===== src/design/alc_pkg.sv =====
`timescale 1ns / 1ps
// ----------------------------------------------------------------------------
// alc_pkg
// Shared widths, register indexes, coefficient tables and the config struct
// for the ambient light lux calculator.
// ----------------------------------------------------------------------------
package alc_pkg;

	// field and internal widths
	localparam int CNT_W   = 16;            // raw channel count
	localparam int SCF_W   = 19;            // scale factor incl. gain shift
	localparam int SFRAC_W = 10;            // scale factor fraction bits
	localparam int SC_W    = 25;            // scaled channel count
	localparam int RFRAC_W = 9;             // ratio fraction bits
	localparam int NUM_W   = SC_W + RFRAC_W + 1;  // ir << 10
	localparam int THR_W   = 11;            // 2*breakpoint+1
	localparam int TP_W    = SC_W + THR_W;  // threshold product
	localparam int COEF_W  = 10;            // offset / slope
	localparam int MAC_W   = SC_W + COEF_W; // product width
	localparam int LFRAC_W = 14;            // lux fraction bits
	localparam int LUX_W   = 21;
	localparam int SEG_N   = 8;
	localparam int SEG_W   = 3;
	localparam logic [SEG_W-1:0] SEG_LAST = SEG_W'(SEG_N - 1);
	localparam logic [LUX_W-1:0] LUX_MAX  = 21'd1205297;

	// configuration port
	localparam int CFG_IDX_W  = 2;
	localparam int CFG_DATA_W = 2;
	localparam logic [CFG_IDX_W-1:0] REG_GAIN_HIGH  = 2'd0;
	localparam logic [CFG_IDX_W-1:0] REG_INTEG_MODE = 2'd1;
	localparam logic [CFG_IDX_W-1:0] REG_PACKAGE_CS = 2'd2;

	// integration modes
	localparam logic [1:0] INTEG_SHORT  = 2'd0;
	localparam logic [1:0] INTEG_MEDIUM = 2'd1;
	localparam logic [1:0] INTEG_LONG   = 2'd2;

	localparam logic [SCF_W-1:0] SCALE_SHORT  = 19'h07517;
	localparam logic [SCF_W-1:0] SCALE_MEDIUM = 19'h00fe7;
	localparam logic [SCF_W-1:0] SCALE_UNITY  = 19'h00400;
	localparam int               GAIN_SHIFT   = 4;

	typedef logic [SC_W-1:0]   scaled_t;
	typedef logic [SEG_W-1:0]  seg_t;
	typedef logic [COEF_W-1:0] coef_t;

	typedef struct packed {
		logic       gain_high;
		logic [1:0] integration_mode;
		logic       package_cs;
	} cfg_t;

	typedef logic [9:0] tab_row_t [SEG_N];

	localparam tab_row_t BRK_T = '{10'h040, 10'h080, 10'h0c0, 10'h100,
	                                10'h138, 10'h19a, 10'h29a, 10'h29a};
	localparam tab_row_t BRK_C = '{10'h043, 10'h085, 10'h0c8, 10'h10a,
	                                10'h14d, 10'h19a, 10'h29a, 10'h29a};
	localparam tab_row_t OFS_T = '{10'h1f2, 10'h214, 10'h23f, 10'h270,
	                                10'h16f, 10'h0d2, 10'h018, 10'h000};
	localparam tab_row_t OFS_C = '{10'h204, 10'h228, 10'h253, 10'h282,
	                                10'h177, 10'h101, 10'h037, 10'h000};
	localparam tab_row_t SLP_T = '{10'h1be, 10'h2d1, 10'h37b, 10'h3fe,
	                                10'h1fc, 10'h0fb, 10'h012, 10'h000};
	localparam tab_row_t SLP_C = '{10'h1ad, 10'h2c1, 10'h363, 10'h3df,
	                                10'h1dd, 10'h127, 10'h02b, 10'h000};

	// r <= B  is the same as  q <= 2B  is the same as  num < (2B+1)*sbb
	function automatic logic [THR_W-1:0] brk_thr(input logic cs, input seg_t idx);
		logic [9:0] b;
		b = cs ? BRK_C[idx] : BRK_T[idx];
		return {b, 1'b1};
	endfunction

	function automatic coef_t ofs_coef(input logic cs, input seg_t idx);
		return cs ? OFS_C[idx] : OFS_T[idx];
	endfunction

	function automatic coef_t slp_coef(input logic cs, input seg_t idx);
		return cs ? SLP_C[idx] : SLP_T[idx];
	endfunction

endpackage


===== src/design/alc_lux.sv =====
`timescale 1ns / 1ps
// ----------------------------------------------------------------------------
// alc_lux
// Stages 4 and 5: offset*broadband and slope*infrared, clamped difference,
// rounding and the final shift to whole lux.
// ----------------------------------------------------------------------------
module alc_lux (
	input  logic                      clk,
	input  logic                      arst_n,
	input  logic                      adv,
	input  alc_pkg::cfg_t             cfg,
	input  logic                      v_s3,
	input  alc_pkg::seg_t             seg_s3,
	input  alc_pkg::scaled_t          sbb_s3,
	input  alc_pkg::scaled_t          sir_s3,
	output logic                      v_s5,
	output logic [alc_pkg::LUX_W-1:0] lux_s5
);

	localparam int MW = alc_pkg::MAC_W;

	logic            v_s4;
	logic [MW-1:0]   pos_s4;
	logic [MW-1:0]   neg_s4;
	logic [MW-1:0]   diff;
	logic [MW:0]     rnd;
	alc_pkg::coef_t  ofs;
	alc_pkg::coef_t  slp;

	assign ofs = alc_pkg::ofs_coef(cfg.package_cs, seg_s3);
	assign slp = alc_pkg::slp_coef(cfg.package_cs, seg_s3);

	// clamp, add half an lsb, drop the fraction
	always_comb begin
		diff = (pos_s4 > neg_s4) ? (pos_s4 - neg_s4) : '0;
		rnd  = {1'b0, diff} + ((MW + 1)'(1) << (alc_pkg::LFRAC_W - 1));
	end

	// valid bits
	always_ff @(posedge clk or negedge arst_n) begin
		if (!arst_n) begin
			v_s4 <= 1'b0;
			v_s5 <= 1'b0;
		end else if (adv) begin
			v_s4 <= v_s3;
			v_s5 <= v_s4;
		end
	end

	// stage 4 and 5 data
	always_ff @(posedge clk) begin
		if (adv) begin
			pos_s4 <= MW'(sbb_s3) * MW'(ofs);
			neg_s4 <= MW'(sir_s3) * MW'(slp);
			lux_s5 <= rnd[alc_pkg::LFRAC_W +: alc_pkg::LUX_W];
		end
	end

`ifndef SYNTH
	// the segment past the last breakpoint has zero coefficients
	a_last_seg: assert property (@(posedge clk) disable iff (!arst_n)
		(v_s3 && seg_s3 == alc_pkg::SEG_LAST && adv) |=>
		(pos_s4 == '0 && neg_s4 == '0))
		else $error("last segment produced a nonzero product");
`endif

endmodule

===== config.mk =====
export PLATFORM = sky130hd
export DESIGN_NAME = alc_lux
export DESIGN_NICKNAME = d
export VERILOG_FILES = /design/src/design/alc_pkg.sv /design/src/design/alc_lux.sv
export SDC_FILE = /design/constraint.sdc
export NUM_CORES = 1
export LEC_CHECK = 0
export ABC_CLOCK_PERIOD_IN_PS = 4100
export BUFFER_PORTS_ARGS = -buffer_cell sky130_fd_sc_hd__buf_4
export CAP_MARGIN = 20
export CELL_PAD_IN_SITES_DETAIL_PLACEMENT = 1
export CELL_PAD_IN_SITES_GLOBAL_PLACEMENT = 1
export CORE_ASPECT_RATIO = 1.2
export CORE_MARGIN = 2
export CORE_UTILIZATION = 46
export DETAILED_ROUTE_END_ITERATION = 6
export PLACE_DENSITY_LB_ADDON = 0.1
export SKIP_CTS_REPAIR_TIMING = 1
export SLEW_MARGIN = 20
export SYNTH_ARGS = -nofsm -noshare
export SYNTH_HDL_FRONTEND = slang
export SYNTH_SLANG_ARGS = --single-unit
export TNS_END_PERCENT = 20

===== constraint.sdc =====
create_clock -name clk -period 4.1 [get_ports clk]
set_input_delay 0.41 -clock clk [delete_from_list [all_inputs] [get_ports clk]]
set_output_delay 0.41 -clock clk [all_outputs]
set_load 0.005 [all_outputs]

==> metrics.md <==
| Metric | Value |
|---|---|
| Status | finished, violations left |
| Violated checks | negative setup slack |
| Number of synthesized flops with an enable pin | 91 |
| Synthesized area per cell | 9.055 sq um |
| Cell Area, Synth | 21100 sq um |
| Clock transition at path regs | 0.08 ns |
| Clock sinks | 93 |
| Final Hold Fails | 0 |
| Final WS setup | -2.204 ns |
| Via Count | 17760 |
| Yosys warning total | 0 |
| # DRC | 0 |
| Core box area | 45090 sq um |
| Global route total overflow | 0 |
| Max-slew headroom | 0.4301 |
| Highest clock rate | 0.1586 GHz |
| # diodes | 0 |
| Gpl congestion | 0.8889 |
| Hold Crit Class | in -> reg |
| Area contributors post-synth | fa_1 (35%), edfxtp_1 (13%), ha_1 (11%) |
| Yosys top cell area share | 0.3454 |
| Area growth syn-to-layout | 27.52% |
| Placed Cells | 3304 |
| Detailed Routing Iterations Pass 1 | 5 |
| Worst Tran Pin Value | 0.8548 ns |
| Synth top cells by count | inv_1 (400), fa_1 (364), nand2_1 (312) |
| Vias in the first global route | 20190 |
| Most frequent CP cell | fa_1 |
| Register area share after synthesis | 0.1319 |
| Max-slew violations | 0 |
| CTS Buf Count | 9 |
| Non-Filler Instances | 3357 |
| Clk_lat worst skew | 0.36 ns |
| Die height | 238.6 um |
| Synth unique cells | 76 |
| CP Launch Type | input port |
| Largest net degree at the start of global routing | 68 |
| Critical path class | in -> reg |
| Endpoints failing setup | 60 |
| Layout cells sized above 1 | 0.2587 |
| CP max FO | 6 |
| Num ports | 83 |
| Initial Utilization | 0.4679 |
| Synth Flop Type | edfxtp_1 |
| Final min period | 6.304 ns |
| CTS max path bufs | 2 |
| DR WL/cell | 19.63 um |
| WP data required | 4.22 ns |
| Synth Register Bits | 93 |
| First DRT Iteration DRCs | 578 |
| PortBufs | 79 |
| Global-route wire length before repair | 100300 um |
| Asr flop ratio synth | 0.02151 |
| Mapped Nets | 2938 |
| Post-detail-place hpwl | 54260 um |
| DRT antenna net count | 0 |
| Fin crit share | 1.537 |
| Clock Skew | 0.01450 ns |
| Unrepaired setup endpoints after global routing | yes |
| Maxcap violations | 0 |
| Initial antenna violation count | 1 |
| Yosys top cell by area | fa_1 |
| Most common cell in the netlist | inv_1 |
| Fillcell total | 5228 |
| Via/cell ratio | 5.290 |
| H-tree depth | 3 |
| CTS tree | built |
| Worst Setup End Kind | flop |
| Routed WL | 65900 um |
| Post-synthesis cell count | 2330 |
| Row cnt | 85 |
| Overall Global Routing Usage | 0.2676 |
| CP max stage delay | 0.54 ns |
| Root Buffer | clkbuf_16 |
| Crit path DAT | 6.42 ns |
| Slowest-stage cell, CP | fa_1 |
| Die area | 47600 sq um |
| NumNets Final | 3351 |
| Die width | 199.5 um |
flip-flops by register name (all words and copies together), names as in the netlist:
signal and count:
lux_s5 21, v_s5 1, pos_s4 35, v_s4 1
neg_s4 35
area by class of cell:
cell class | count | area [sq um] | share of cell area
repair buffers | 503 | 4192 | 0.1558
inverters | 400 | 1516 | 0.05636
well taps | 609 | 762.0 | 0.02832
multi-input cells | 1736 | 17370 | 0.6456
clock buffers | 10 | 229.0 | 0.008510
clock inverters | 6 | 53.80 | 0.002000
flip-flops and latches | 93 | 2783 | 0.1034
logic make-up (layout without fill, tap and decap cells):
group | count (synthesis) | count (layout) | share of synthesized area
buf+inv | 501 | 919 | 0.08949
flops | 93 | 93 | 0.1319
fa+ha+maj | 547 | 547 | 0.4539
compound gates | 304 | 304 | 0.09322
simple gates | 782 | 782 | 0.1882
mux | 7 | 7 | 0.003499
xor+xnor | 96 | 96 | 0.03985
placed cells by master, fill, tap and decap left out, types with 20 or more instances in the layout:
cell type and count:
nand3_1 21, xnor2_1 61, xor2_1 34, nor2_1 68
ha_4 22, a21o_1 54, ha_1 155, and2_1 228
nand2_1 301, buf_4 461, o21ai_0 26, a21oi_1 65
buf_12 20, inv_1 378, nor2b_1 27, a21oi_2 39
fa_1 358, edfxtp_1 91
critical path, delay by kind of cell:
family	cells	cell delay [ns]
xor gates and xnor gates	1	0.09
AOI/OAI and AO/OA	8	1.50
buffers and inverters	7	0.71
adders and majority gates	7	3.12
and+or+nand+nor	6	0.58
per-stage QoR:
step / setup TNS [ns] / area (sq um) / hold WS, ns / worst slack, ns / utilization
after floorplan: -91.58 / 21490 / 0.1144 / -2.284 / -
after global placement: -117.46 / 25490 / 0.1922 / -2.650 / 0.5652
after detailed placement: -125.18 / 25490 / 0.1937 / -2.780 / 0.5652
after CTS: -102.41 / 25770 / -0.1929 / -2.389 / 0.5714
after global routing: -108.98 / 26910 / 0.2737 / -2.436 / 0.5967
final: -96.67 / 26910 / 0.2852 / -2.204 / 0.5967
routing by layer:
| layer | GRT usage | share of wire |
|---|---|---|
| met5 | 0 | 0.00020 |
| met1 | 0.3035 | 0.39 |
| met4 | 0.07340 | 0.034 |
| met3 | 0.01975 | 0.021 |
| met2 | 0.5291 | 0.56 |
final timing paths:
check                              to  slack [ns]      start  cells past startpoint
max reg2reg                lux_s5[16]        0.18  pos_s4[6]                     11
max in group asynchronous        v_s4        3.64     arst_n                      2
min reg2reg                      v_s4        0.52       v_s4                      1
min                              v_s4        0.29       v_s3                      2
max                        pos_s4[32]       -2.20  seg_s3[0]                     29
min in group asynchronous        v_s5        0.38     arst_n                      2
Power is not shown: default switching activity piles up to over one toggle a cycle in this logic, so the estimate is an artifact.
