**src/design/alc_pkg.sv**
```systemverilog
`timescale 1ns / 1ps
// ----------------------------------------------------------------------------
// alc_pkg
// Shared widths, register indexes, coefficient tables and the config struct
// for the ambient light lux calculator.
// ----------------------------------------------------------------------------
package alc_pkg;

	// field and internal widths
	localparam int CNT_W   = 16;            // raw channel count
	localparam int SCF_W   = 19;            // scale factor incl. gain shift
	localparam int SFRAC_W = 10;            // scale factor fraction bits
	localparam int SC_W    = 25;            // scaled channel count
	localparam int RFRAC_W = 9;             // ratio fraction bits
	localparam int NUM_W   = SC_W + RFRAC_W + 1;  // ir << 10
	localparam int THR_W   = 11;            // 2*breakpoint+1
	localparam int TP_W    = SC_W + THR_W;  // threshold product
	localparam int COEF_W  = 10;            // offset / slope
	localparam int MAC_W   = SC_W + COEF_W; // product width
	localparam int LFRAC_W = 14;            // lux fraction bits
	localparam int LUX_W   = 21;
	localparam int SEG_N   = 8;
	localparam int SEG_W   = 3;
	localparam logic [SEG_W-1:0] SEG_LAST = SEG_W'(SEG_N - 1);
	localparam logic [LUX_W-1:0] LUX_MAX  = 21'd1205297;

	// configuration port
	localparam int CFG_IDX_W  = 2;
	localparam int CFG_DATA_W = 2;
	localparam logic [CFG_IDX_W-1:0] REG_GAIN_HIGH  = 2'd0;
	localparam logic [CFG_IDX_W-1:0] REG_INTEG_MODE = 2'd1;
	localparam logic [CFG_IDX_W-1:0] REG_PACKAGE_CS = 2'd2;

	// integration modes
	localparam logic [1:0] INTEG_SHORT  = 2'd0;
	localparam logic [1:0] INTEG_MEDIUM = 2'd1;
	localparam logic [1:0] INTEG_LONG   = 2'd2;

	localparam logic [SCF_W-1:0] SCALE_SHORT  = 19'h07517;
	localparam logic [SCF_W-1:0] SCALE_MEDIUM = 19'h00fe7;
	localparam logic [SCF_W-1:0] SCALE_UNITY  = 19'h00400;
	localparam int               GAIN_SHIFT   = 4;

	typedef logic [SC_W-1:0]   scaled_t;
	typedef logic [SEG_W-1:0]  seg_t;
	typedef logic [COEF_W-1:0] coef_t;

	typedef struct packed {
		logic       gain_high;
		logic [1:0] integration_mode;
		logic       package_cs;
	} cfg_t;

	typedef logic [9:0] tab_row_t [SEG_N];

	localparam tab_row_t BRK_T = '{10'h040, 10'h080, 10'h0c0, 10'h100,
	                                10'h138, 10'h19a, 10'h29a, 10'h29a};
	localparam tab_row_t BRK_C = '{10'h043, 10'h085, 10'h0c8, 10'h10a,
	                                10'h14d, 10'h19a, 10'h29a, 10'h29a};
	localparam tab_row_t OFS_T = '{10'h1f2, 10'h214, 10'h23f, 10'h270,
	                                10'h16f, 10'h0d2, 10'h018, 10'h000};
	localparam tab_row_t OFS_C = '{10'h204, 10'h228, 10'h253, 10'h282,
	                                10'h177, 10'h101, 10'h037, 10'h000};
	localparam tab_row_t SLP_T = '{10'h1be, 10'h2d1, 10'h37b, 10'h3fe,
	                                10'h1fc, 10'h0fb, 10'h012, 10'h000};
	localparam tab_row_t SLP_C = '{10'h1ad, 10'h2c1, 10'h363, 10'h3df,
	                                10'h1dd, 10'h127, 10'h02b, 10'h000};

	// r <= B  is the same as  q <= 2B  is the same as  num < (2B+1)*sbb
	function automatic logic [THR_W-1:0] brk_thr(input logic cs, input seg_t idx);
		logic [9:0] b;
		b = cs ? BRK_C[idx] : BRK_T[idx];
		return {b, 1'b1};
	endfunction

	function automatic coef_t ofs_coef(input logic cs, input seg_t idx);
		return cs ? OFS_C[idx] : OFS_T[idx];
	endfunction

	function automatic coef_t slp_coef(input logic cs, input seg_t idx);
		return cs ? SLP_C[idx] : SLP_T[idx];
	endfunction

endpackage

```
**src/design/alc_scale.sv**
```systemverilog
`timescale 1ns / 1ps
// ----------------------------------------------------------------------------
// alc_scale
// Stage 1: scales both channel counts for integration time and gain.
// ----------------------------------------------------------------------------
module alc_scale (
	input  logic                          clk,
	input  logic                          arst_n,
	input  logic                          adv,
	input  alc_pkg::cfg_t                 cfg,
	input  logic                          in_valid,
	input  logic [alc_pkg::CNT_W-1:0]     broadband_count,
	input  logic [alc_pkg::CNT_W-1:0]     infrared_count,
	output logic                          v_s1,
	output alc_pkg::scaled_t              sbb_s1,
	output alc_pkg::scaled_t              sir_s1
);

	localparam int PW = alc_pkg::CNT_W + alc_pkg::SCF_W;

	logic [alc_pkg::SCF_W-1:0] base_f;
	logic [alc_pkg::SCF_W-1:0] f;
	logic [PW-1:0]             bb_p;
	logic [PW-1:0]             ir_p;

	// scale factor from integration mode, times 16 at low gain
	always_comb begin
		case (cfg.integration_mode)
			alc_pkg::INTEG_SHORT:  base_f = alc_pkg::SCALE_SHORT;
			alc_pkg::INTEG_MEDIUM: base_f = alc_pkg::SCALE_MEDIUM;
			default:               base_f = alc_pkg::SCALE_UNITY;
		endcase
		f = cfg.gain_high ? base_f : (base_f << alc_pkg::GAIN_SHIFT);
	end

	assign bb_p = PW'(broadband_count) * PW'(f);
	assign ir_p = PW'(infrared_count) * PW'(f);

	// stage 1 valid
	always_ff @(posedge clk or negedge arst_n) begin
		if (!arst_n) begin
			v_s1 <= 1'b0;
		end else if (adv) begin
			v_s1 <= in_valid;
		end
	end

	// stage 1 data
	always_ff @(posedge clk) begin
		if (adv) begin
			sbb_s1 <= bb_p[PW-1:alc_pkg::SFRAC_W];
			sir_s1 <= ir_p[PW-1:alc_pkg::SFRAC_W];
		end
	end

endmodule

```
**config.mk**
```make
export PLATFORM = sky130hd
export DESIGN_NAME = alc_scale
export DESIGN_NICKNAME = d
export VERILOG_FILES = /design/src/design/alc_pkg.sv /design/src/design/alc_scale.sv
export SDC_FILE = /design/constraint.sdc
export NUM_CORES = 1
export LEC_CHECK = 0
export BUFFER_PORTS_ARGS = -buffer_cell sky130_fd_sc_hd__buf_2
export CORE_MARGIN = 2
export CORE_UTILIZATION = 59
export CTS_BUF_LIST = sky130_fd_sc_hd__clkbuf_8
export CTS_CLUSTER_SIZE = 16
export DETAILED_ROUTE_END_ITERATION = 8
export MAX_ROUTING_LAYER = met4
export PLACE_DENSITY = 0.77
export REMOVE_ABC_BUFFERS = 1
export SYNTH_ARGS = -nofsm -noshare
export SYNTH_HDL_FRONTEND = slang
export SYNTH_SLANG_ARGS = --single-unit
```
**constraint.sdc**
```tcl
create_clock -name clk -period 1 [get_ports clk]
set_clock_uncertainty 0.15 [all_clocks]
set_input_delay 0 -clock clk [delete_from_list [all_inputs] [get_ports clk]]
set_output_delay 0 -clock clk [all_outputs]
set_load 0.005 [all_outputs]
```
==> results.sh <==
export IMPL_initial_utilization=0.600
export IMPL_cp_start_kind="input port"
export IMPL_post_drt_wl_per_cell_um=22.8
export IMPL_fin_tns_setup_ns=-245.55
export IMPL_fp_row_count=66
export IMPL_violations="hold timing, setup timing"
export IMPL_rsz0062_at_grt="true"
export IMPL_required_ns=1.00
export IMPL_drive_above_1_share=0.343
export IMPL_die_area_mm2=0.0346
export IMPL_r2r_end="v_s1"
export IMPL_die_height_um=186
export IMPL_fin_crit_ns=6.53
export IMPL_p_per_area_mw_per_mm2=3440
export IMPL_worst_r2r_cell_count=1
export IMPL_placed_cell_area_mm2=0.0232
export IMPL_layout_commonest_cell="inv_1"
export IMPL_holdWs_ns=-0.0362
export IMPL_min_from="adv"
export IMPL_hpwl_um=42600
export IMPL_p_leak_nw=13.9
export IMPL_max_slew_margin=0.587
export IMPL_cts_buffers_inserted=5
export IMPL_drtIter0Drc=1728
export IMPL_coreArea_mm2=0.0325
export IMPL_ys_flop_type="edfxtp_1"
export IMPL_cts_clk_slew_worst_paths_ns=0.13
export IMPL_crit_fanout=6
export IMPL_yosysSeqAreaShare=0.0781
export IMPL_synth_edf_count=50
export IMPL_cts_sinks=51
export IMPL_final_cells=2991
export IMPL_setup_viol=100
export IMPL_ir_drop_uv=4130
export IMPL_drv_slew=0
export IMPL_vias=17600
export IMPL_yosysUniqueCellTypes=63
export IMPL_vias_per_cell=5.88
export IMPL_grt_pass1_wl_um=89000
export IMPL_worstMarginPinSlew_ns=0.613
export IMPL_synthesis_area_mm2=0.0195
export IMPL_antenna_found_initial=1
export IMPL_clkLatencyLatePin_ns=0.39
export IMPL_dp_cells=2885
export IMPL_endpoint_kind="flop"
export IMPL_yosys_warnings=0
export IMPL_max_stage_delay_ns=0.70
export IMPL_dieWidth_um=186
export IMPL_dr_pass1_iters=8
export IMPL_ys_ff_latch=51
export IMPL_grt_overflow_total=0
export IMPL_post_place_ws_ns=-5.48
export IMPL_fillCellCount=1781
export IMPL_cap_violations=0
export IMPL_remaining_drc_errors=0
export IMPL_cts_root_buf="clkbuf_8"
export IMPL_tritoncts="yes"
export IMPL_postRouteAntennaNets=0
export IMPL_cp_common_cell="fa_1"
export IMPL_cp_endpoint="sir_s1[17]"
export IMPL_arrival_ns=6.53
export IMPL_io_buffers=89
export IMPL_worstSetupStartpoint="cfg[3]"
export IMPL_hold_path_class="input port to flop"
export IMPL_outcome="complete, but fails checks"
export IMPL_drt_wl_total_um=68100
export IMPL_worstReg2RegStart="v_s1"
export IMPL_final_cell_area_mm2=0.0260
export IMPL_grt_max_degree=32
export IMPL_r2r_slack_ns=0.07
export IMPL_timing_final_crit_share=6.53
export IMPL_nNetsFinal=3269
export IMPL_syn_inst=2046
export IMPL_cts_buffer_depth=2
export IMPL_fin_ws_ns=-5.53
export IMPL_track_usage=0.346
export IMPL_first_global_vias=18100
export IMPL_final_cell_mix="539 x inv_1, 396 x fa_1, 393 x buf_4, 210 x ha_1, 180 x nand2_1"
export IMPL_hold_violations=20
export IMPL_async_flop_share=0.0196
export IMPL_cp_slowest_cell="fa_1"
export IMPL_path_class="input port to flop"
export IMPL_syn_avg_cell_area_um2=9.55
export IMPL_syn2layout_area_growth_pct=32.9
export IMPL_cts_hold_buf=4
export IMPL_htreeDepth=2
export IMPL_place_congestion=0.959
export IMPL_timing_fmax_ghz=0.153
export IMPL_ioPinCount=91
[state kept, by name, indices dropped and copies added (netlist names)]
signal and cells:
sbb_s1 25, sir_s1 25, v_s1 1
[kinds of logic (layout without fill, tap and decap cells)]
family                     count (synthesis)  after routing  synth area share
AOI/OAI and AO/OA                        143            143            0.0508
DFF                                       51             51            0.0781
adders and majority gates                682            682             0.605
and+or+nand+nor                          463            463             0.114
xor gates and xnor gates                  56             56            0.0251
muxes                                      1              1          0.000576
buffers and inverters                    650           1152             0.126
other                                      0              1                 0
[report_power, final]
part | internal [W] | switching [W]
clock | 0.000569 | 0.000920
combinational | 0.0391 | 0.0429
sequential | 0.00530 | 0.000398
[area by class of cell]
type,instances,area (um^2),share of cell area
repair buffers,563,4550,0.175
clock inverters,2,16.3,0.000627
flip-flops and latches,51,1530,0.0588
multi-input cells,1345,17000,0.656
well taps,442,553,0.0213
inverters,581,2200,0.0848
clock buffers,6,82.6,0.00318
diodes,1,2.50,0.0000964
[synth_stat cells, drive strengths merged (3+ instances only)]
cell type,n,share of area
ha,244,0.16
buf,6,0.0022
nand4,14,0.0053
nor2,44,0.0085
and3,22,0.0073
clkbuf,63,0.012
a21oi,49,0.013
o21ai,25,0.0066
nand2,229,0.044
o21bai,7,0.0027
o21a,9,0.0038
nand3,12,0.0031
a31o,3,0.0013
a21o,18,0.0069
nor3,8,0.0020
fa,438,0.45
edfxtp,50,0.077
inv,581,0.11
nor2b,5,0.0016
xor2,21,0.0094
o211ai,4,0.0015
a211oi,4,0.0015
and2,118,0.038
xnor2,35,0.016
[how the worst min path moves through the flow]
| stage | to | slack (ns) | depth (start not counted) |
|---|---|---|---|
| detailed placement | v_s1 | -0.37 | 1 |
| global placement | v_s1 | -0.37 | 1 |
| floorplan | v_s1 | -0.45 | 0 |
| finish | sbb_s1[18] | -0.04 | 2 |
| global route | sbb_s1[20] | -0.02 | 2 |
| CTS | sbb_s1[20] | -0.02 | 2 |
[critical path, delay by kind of cell]
kind	cells	cell delay (ns)
adder cells (fa/ha/maj)	7	3.44
buffers and inverters	14	1.63
AO/OA/AOI/OAI	6	1.00
AND/OR/NAND/NOR	2	0.28
XOR/XNOR	1	0.15
[stage by stage]
stage / utilization / power, W
4_1_cts: 0.760 / 0.0726
3_5_place_dp: 0.713 / 0.0598
5_1_grt: 0.798 / 0.0938
6_report: 0.798 / 0.0892
2_1_floorplan: - / 0.0385
3_3_place_gp: 0.713 / 0.0575
[repair_timing]
action	in CTS	in global routing
endpoints found under the hold margin	27	16
endpoints found under the setup margin	100	106
gates cloned	3	1
gates resized for setup	233	220
buffers inserted	47	53
pin swaps	73	129
[routing by layer]
layer / wire [um] / part of all wire / vias up / global-route usage
met1: 22100 / 0.32 / 8619 / 0.407
met5: 0 / 0 / - / -
met2: 32900 / 0.48 / 1314 / 0.588
met3: 7220 / 0.11 / 562 / 0.0659
met4: 5830 / 0.086 / 0 / 0.136
li1: - / - / 7085 / -
No activity file was read; power rests on OpenSTA's default activity.
