[src/design/alc_pkg.sv]
`timescale 1ns / 1ps
// ----------------------------------------------------------------------------
// alc_pkg
// Shared widths, register indexes, coefficient tables and the config struct
// for the ambient light lux calculator.
// ----------------------------------------------------------------------------
package alc_pkg;

	// field and internal widths
	localparam int CNT_W   = 16;            // raw channel count
	localparam int SCF_W   = 19;            // scale factor incl. gain shift
	localparam int SFRAC_W = 10;            // scale factor fraction bits
	localparam int SC_W    = 25;            // scaled channel count
	localparam int RFRAC_W = 9;             // ratio fraction bits
	localparam int NUM_W   = SC_W + RFRAC_W + 1;  // ir << 10
	localparam int THR_W   = 11;            // 2*breakpoint+1
	localparam int TP_W    = SC_W + THR_W;  // threshold product
	localparam int COEF_W  = 10;            // offset / slope
	localparam int MAC_W   = SC_W + COEF_W; // product width
	localparam int LFRAC_W = 14;            // lux fraction bits
	localparam int LUX_W   = 21;
	localparam int SEG_N   = 8;
	localparam int SEG_W   = 3;
	localparam logic [SEG_W-1:0] SEG_LAST = SEG_W'(SEG_N - 1);
	localparam logic [LUX_W-1:0] LUX_MAX  = 21'd1205297;

	// configuration port
	localparam int CFG_IDX_W  = 2;
	localparam int CFG_DATA_W = 2;
	localparam logic [CFG_IDX_W-1:0] REG_GAIN_HIGH  = 2'd0;
	localparam logic [CFG_IDX_W-1:0] REG_INTEG_MODE = 2'd1;
	localparam logic [CFG_IDX_W-1:0] REG_PACKAGE_CS = 2'd2;

	// integration modes
	localparam logic [1:0] INTEG_SHORT  = 2'd0;
	localparam logic [1:0] INTEG_MEDIUM = 2'd1;
	localparam logic [1:0] INTEG_LONG   = 2'd2;

	localparam logic [SCF_W-1:0] SCALE_SHORT  = 19'h07517;
	localparam logic [SCF_W-1:0] SCALE_MEDIUM = 19'h00fe7;
	localparam logic [SCF_W-1:0] SCALE_UNITY  = 19'h00400;
	localparam int               GAIN_SHIFT   = 4;

	typedef logic [SC_W-1:0]   scaled_t;
	typedef logic [SEG_W-1:0]  seg_t;
	typedef logic [COEF_W-1:0] coef_t;

	typedef struct packed {
		logic       gain_high;
		logic [1:0] integration_mode;
		logic       package_cs;
	} cfg_t;

	typedef logic [9:0] tab_row_t [SEG_N];

	localparam tab_row_t BRK_T = '{10'h040, 10'h080, 10'h0c0, 10'h100,
	                                10'h138, 10'h19a, 10'h29a, 10'h29a};
	localparam tab_row_t BRK_C = '{10'h043, 10'h085, 10'h0c8, 10'h10a,
	                                10'h14d, 10'h19a, 10'h29a, 10'h29a};
	localparam tab_row_t OFS_T = '{10'h1f2, 10'h214, 10'h23f, 10'h270,
	                                10'h16f, 10'h0d2, 10'h018, 10'h000};
	localparam tab_row_t OFS_C = '{10'h204, 10'h228, 10'h253, 10'h282,
	                                10'h177, 10'h101, 10'h037, 10'h000};
	localparam tab_row_t SLP_T = '{10'h1be, 10'h2d1, 10'h37b, 10'h3fe,
	                                10'h1fc, 10'h0fb, 10'h012, 10'h000};
	localparam tab_row_t SLP_C = '{10'h1ad, 10'h2c1, 10'h363, 10'h3df,
	                                10'h1dd, 10'h127, 10'h02b, 10'h000};

	// r <= B  is the same as  q <= 2B  is the same as  num < (2B+1)*sbb
	function automatic logic [THR_W-1:0] brk_thr(input logic cs, input seg_t idx);
		logic [9:0] b;
		b = cs ? BRK_C[idx] : BRK_T[idx];
		return {b, 1'b1};
	endfunction

	function automatic coef_t ofs_coef(input logic cs, input seg_t idx);
		return cs ? OFS_C[idx] : OFS_T[idx];
	endfunction

	function automatic coef_t slp_coef(input logic cs, input seg_t idx);
		return cs ? SLP_C[idx] : SLP_T[idx];
	endfunction

endpackage

[src/design/alc_seg.sv]
`timescale 1ns / 1ps
// ----------------------------------------------------------------------------
// alc_seg
// Stages 2 and 3: picks the coefficient segment from the rounded IR ratio by
// comparing ir<<10 against (2*breakpoint+1)*broadband for every breakpoint.
// ----------------------------------------------------------------------------
module alc_seg (
	input  logic              clk,
	input  logic              arst_n,
	input  logic              adv,
	input  alc_pkg::cfg_t     cfg,
	input  logic              v_s1,
	input  alc_pkg::scaled_t  sbb_s1,
	input  alc_pkg::scaled_t  sir_s1,
	output logic              v_s3,
	output alc_pkg::seg_t     seg_s3,
	output alc_pkg::scaled_t  sbb_s3,
	output alc_pkg::scaled_t  sir_s3
);

	localparam int NB = alc_pkg::SEG_N - 1;

	logic [alc_pkg::TP_W-1:0]  tp   [NB];
	logic [alc_pkg::TP_W-1:0]  tp_s2 [NB];
	logic                      v_s2;
	logic                      zero_s2;
	alc_pkg::scaled_t          sbb_s2;
	alc_pkg::scaled_t          sir_s2;
	alc_pkg::seg_t             seg_d;

	// threshold products
	always_comb begin
		for (int i = 0; i < NB; i++) begin
			tp[i] = alc_pkg::TP_W'(sbb_s1) *
			        alc_pkg::TP_W'(alc_pkg::brk_thr(cfg.package_cs,
			                                       alc_pkg::SEG_W'(i)));
		end
	end

	// first breakpoint the ratio stays under; zero broadband uses segment 0
	always_comb begin
		logic [alc_pkg::TP_W-1:0] num;
		num   = alc_pkg::TP_W'({sir_s2, {(alc_pkg::RFRAC_W + 1){1'b0}}});
		seg_d = alc_pkg::SEG_LAST;
		for (int i = NB - 1; i >= 0; i--) begin
			if (num < tp_s2[i]) seg_d = alc_pkg::SEG_W'(i);
		end
		if (zero_s2) seg_d = '0;
	end

	// valid bits
	always_ff @(posedge clk or negedge arst_n) begin
		if (!arst_n) begin
			v_s2 <= 1'b0;
			v_s3 <= 1'b0;
		end else if (adv) begin
			v_s2 <= v_s1;
			v_s3 <= v_s2;
		end
	end

	// stage 2 and 3 data
	always_ff @(posedge clk) begin
		if (adv) begin
			tp_s2   <= tp;
			zero_s2 <= (sbb_s1 == '0);
			sbb_s2  <= sbb_s1;
			sir_s2  <= sir_s1;
			seg_s3  <= seg_d;
			sbb_s3  <= sbb_s2;
			sir_s3  <= sir_s2;
		end
	end

`ifndef SYNTH
	// zero broadband always lands in the first segment
	a_zero_seg: assert property (@(posedge clk) disable iff (!arst_n)
		(v_s2 && zero_s2 && adv) |=> (seg_s3 == '0))
		else $error("zero broadband did not select segment 0");
`endif

endmodule

[config.mk]
export PLATFORM = sky130hd
export DESIGN_NAME = alc_seg
export DESIGN_NICKNAME = d
export VERILOG_FILES = /design/src/design/alc_pkg.sv /design/src/design/alc_seg.sv
export SDC_FILE = /design/constraint.sdc
export NUM_CORES = 2
export LEC_CHECK = 0
export ABC_AREA = 1
export BUFFER_PORTS_ARGS = -buffer_cell sky130_fd_sc_hd__buf_4
export CAP_MARGIN = 5
export CORE_MARGIN = 4
export CORE_UTILIZATION = 42
export CTS_BUF_LIST = sky130_fd_sc_hd__clkbuf_16
export CTS_CLUSTER_SIZE = 16
export DETAILED_ROUTE_END_ITERATION = 10
export PLACE_DENSITY_LB_ADDON = 0.12
export SLEW_MARGIN = 20
export SYNTH_ARGS = -nofsm -noshare
export SYNTH_HDL_FRONTEND = slang
export SYNTH_SLANG_ARGS = --single-unit
[constraint.sdc]
create_clock -name clk -period 4.2 [get_ports clk]
set_input_delay 0.21 -clock clk [delete_from_list [all_inputs] [get_ports clk]]
set_output_delay 0.21 -clock clk [all_outputs]
set_load 0.03 [all_outputs]
==> out/summary.txt <==
Highest Clock Rate: 0.239 GHz
Lkg Pwr: 30.1 nW
TritonRoute pass-1 iters: 5
root buf cell: clkbuf_16
Area growth, synth to finish: 32.9%
total number of vias: 37,300
Final nets: 7,390
first-pass GRT wire length: 237,000 um
stages on the worst setup path: 19
largest net degree at the start of global routing: 88
MaxCap Viol Count: 0
# H-tree levels: 2
crit path max fanout: 6
Seq/Total Area, Yosys: 22.7%
CP Class: in2reg
GR Util met3: 3.29%
status: completed
most common flop cell mapped by yosys: edfxtp_1
cells after synthesis: 4,876
CP Capture Point: tp_s2[105]
multiplexer area fraction after synthesis: 0%
FF-to-FF setup slack: 760 ps
grt total ovfl: 0
HP Start: sbb_s1[10]
Min-Delay Path Class: in2reg
Die Area: 109,000 sq um
Total Power: 44.5 mW
Final setup viols: 0
Setup crit start: sbb_s1[20]
Seq. cell area: 9870 sq um
multi-input logic area: 30,700 sq um
Critical Path AT: 4560 ps
WL/cell: 21.3 um
post-synthesis adder-cell area fraction: 42.5%
Num CTS Buffers: 45
Post-synth EDFFs: 327
skew final: 22.3 ps
unrepaired setup endpoints after global routing: true
synthesized area: 43,600 sq um
clock slew at reported path FFs: 60 ps
Synth area leaders: edfxtp_1 23%, ha_1 21%, fa_1 21%
Synth top area share: 22.5%
initial drt markers: 1,924
Rows: 117
final period utilization: 99.5%
CTS sink cnt: 329
CP delay by family, top: adder cells
IO Port Bufs: 108
largest family of logic cells by synthesized area: adder cells
reg2reg end: seg_s3[0]
met1 GRT Util: 35.7%
Synth Area in Compound Gates: 8.35%
Post-route DRC: 0
Hold WS: 50.4 ps
Syn. warnings: 0
Post-DRT Antenna Nets: 0
# fillers: 9,525
Max-slew headroom: 31.2%
Ports: 112
Tot GR Track Use: 29.7%
Cell variety after synth: 51
critical path launch point type: input port
CP Buf/Inv Count: 6
Peak VDD IR: 0.000772 V
post-synthesis average cell area: 8.93 sq um
Hold Fails Final Rpt: 0
met2 Use GR: 53.6%
leading area contributor after synthesis: edfxtp_1
Clock Path Buffers: 3
#FFs+latches synth: 329
die width: 330 um
most frequent cell after synthesis: inv_1
initial core utilization: 42.6%
layout cells sized above 1: 25.7%
CP required: 4580 ps
Post-Syn Nets: 6,139
GRT busiest layer: met2
Placer Congestion: 0.985
Critical Path End Type: flip-flop
Period minus WS final: 4180 ps
FF-to-FF path depth: 15
DP HPWL: 138,000 um
most frequent cell on the critical path: fa_1
post-synthesis simple-gate area fraction: 12.4%
Routed WL: 160,000 um
post-route design area: 57,900 sq um
vias in the first global route: 39,600
Cell Chain, Critical Path: buf_6 > clkinvlp_4 > nor2_4 > buf_4 > fa_1 > fa_1 > fa_1 > inv_1 > fa_1 > inv_1 > ha_1 > ha_4 > nand2_2 > inv_1 > nand2_2 > nor4_4 > nand3_2 > nand3_2 > nand2_2
CP max stage delay: 550 ps
PwrDens: 770 nW/um^2
Placement Cell Area: 54,600 sq um
drt via density: 4.95
max-slew violation count: 0
initial antenna violation count: 8
Die Span Y: 330 um
asr flop ratio synth: 0.608%
RR Startpoint: sir_s2[4]
XOR/XNOR Fraction of Synth Area: 3.72%
synth cell count leaders: 1,187 x inv_1, 747 x ha_1, 704 x nand2_1
critical path's slowest cell: fa_1
core area: 102,000 sq um
CTS tree: done
worst slew pin tran: 1030 ps
worst skew pair latency: 640 ps
per-layer routing:
metal  part of all wire [%]  vias up  routed length (um)
met5                      0        -                   0
met1                     40    18100               64900
met3                    4.1      278                6520
li1                       -    18200                   -
met4                    5.4        0                8620
met2                     50      730               80300
cells by family after synthesis:
kind of cell | count (synthesis)
buf+inv | 1205
fa+ha+maj | 1205
xor+xnor | 184
compound gates | 649
simple gates | 1304
flops | 329
layout make-up:
class                   instances  share of cell area, %
multi-input cells            3342                   53.0
well taps                    1368                   2.96
clock inverters                35                  0.480
clock buffers                  47                   2.03
diodes                          1                0.00432
flip-flops and latches        329                   17.1
inverters                    1195                   7.89
repair buffers               1214                   16.5
cells in the final DEF, fill, tap and decap left out, types with 7 or more instances in the layout:
cell type	instances
fa_1	449
o211ai_1	14
buf_6	23
o21ai_2	23
clkbuf_16	48
nor4_1	14
xor2_1	136
o21a_1	11
a21oi_2	54
xnor2_1	46
nand2_1	650
a21o_1	29
nand3b_1	7
inv_1	1152
nor3_1	41
o21ai_1	38
clkinv_4	7
fa_2	9
nand2_2	54
buf_12	16
a21oi_4	9
nand3_2	9
dlygate4sd3_1	45
nand2_4	10
nand3_1	116
a21oi_1	284
ha_1	698
clkinv_1	16
nor2_1	293
edfxtp_1	327
inv_2	29
buf_4	1123
o21bai_1	9
clkinvlp_4	10
nor2_2	31
nand4_1	39
nor2_4	14
a31oi_1	9
o21ai_0	135
ha_4	46
state kept, by name, summed over array words and instances (netlist names):
register / flops
tp_s2: 225
sbb_s2: 23
sir_s2: 25
sbb_s3: 25
zero_s2: 1
v_s2: 1
seg_s3: 3
sir_s3: 25
v_s3: 1
worst min path at each step:
stage,end,slack [ps],depth (start not counted)
2_1_floorplan,v_s2,-90,0
3_3_place_gp,v_s3,-7,1
3_5_place_dp,v_s3,-5,1
4_1_cts,sbb_s2[5],7,2
5_1_grt,sbb_s2[10],10,2
6_report,sbb_s2[10],50,2
through the flow:
stage	std cells	utilization, %	TNS (ps)	setup slack [ps]
floorplan	4876	-	-6080	-314
global placement	7378	53.4	-72950	-989
detailed placement	7378	53.4	-72830	-957
CTS	7500	55.3	0	2.14
global route	7530	56.5	-972	-86.9
finish	7531	56.5	0	21.3
power breakdown:
group | switching (mW) | internal [mW] | total, mW
Clock | 1.66 | 2.27 | 3.93
Sequential | 0.372 | 5.72 | 6.10
Combinational | 18.5 | 16.0 | 34.5
Total | 20.6 | 24.0 | 44.5
what timing repair did:
item | 4_1_cts | 5_1_grt
setup endpoints to repair | 34 | 61
buffers inserted | 2 | 22
hold buffers | 38 | 7
hold endpoints to repair | 55 | 7
cloned | 0 | 2
pin swaps | 3 | 94
resized for setup | 21 | 269
Note: power is estimated with default switching activity, not from simulation.
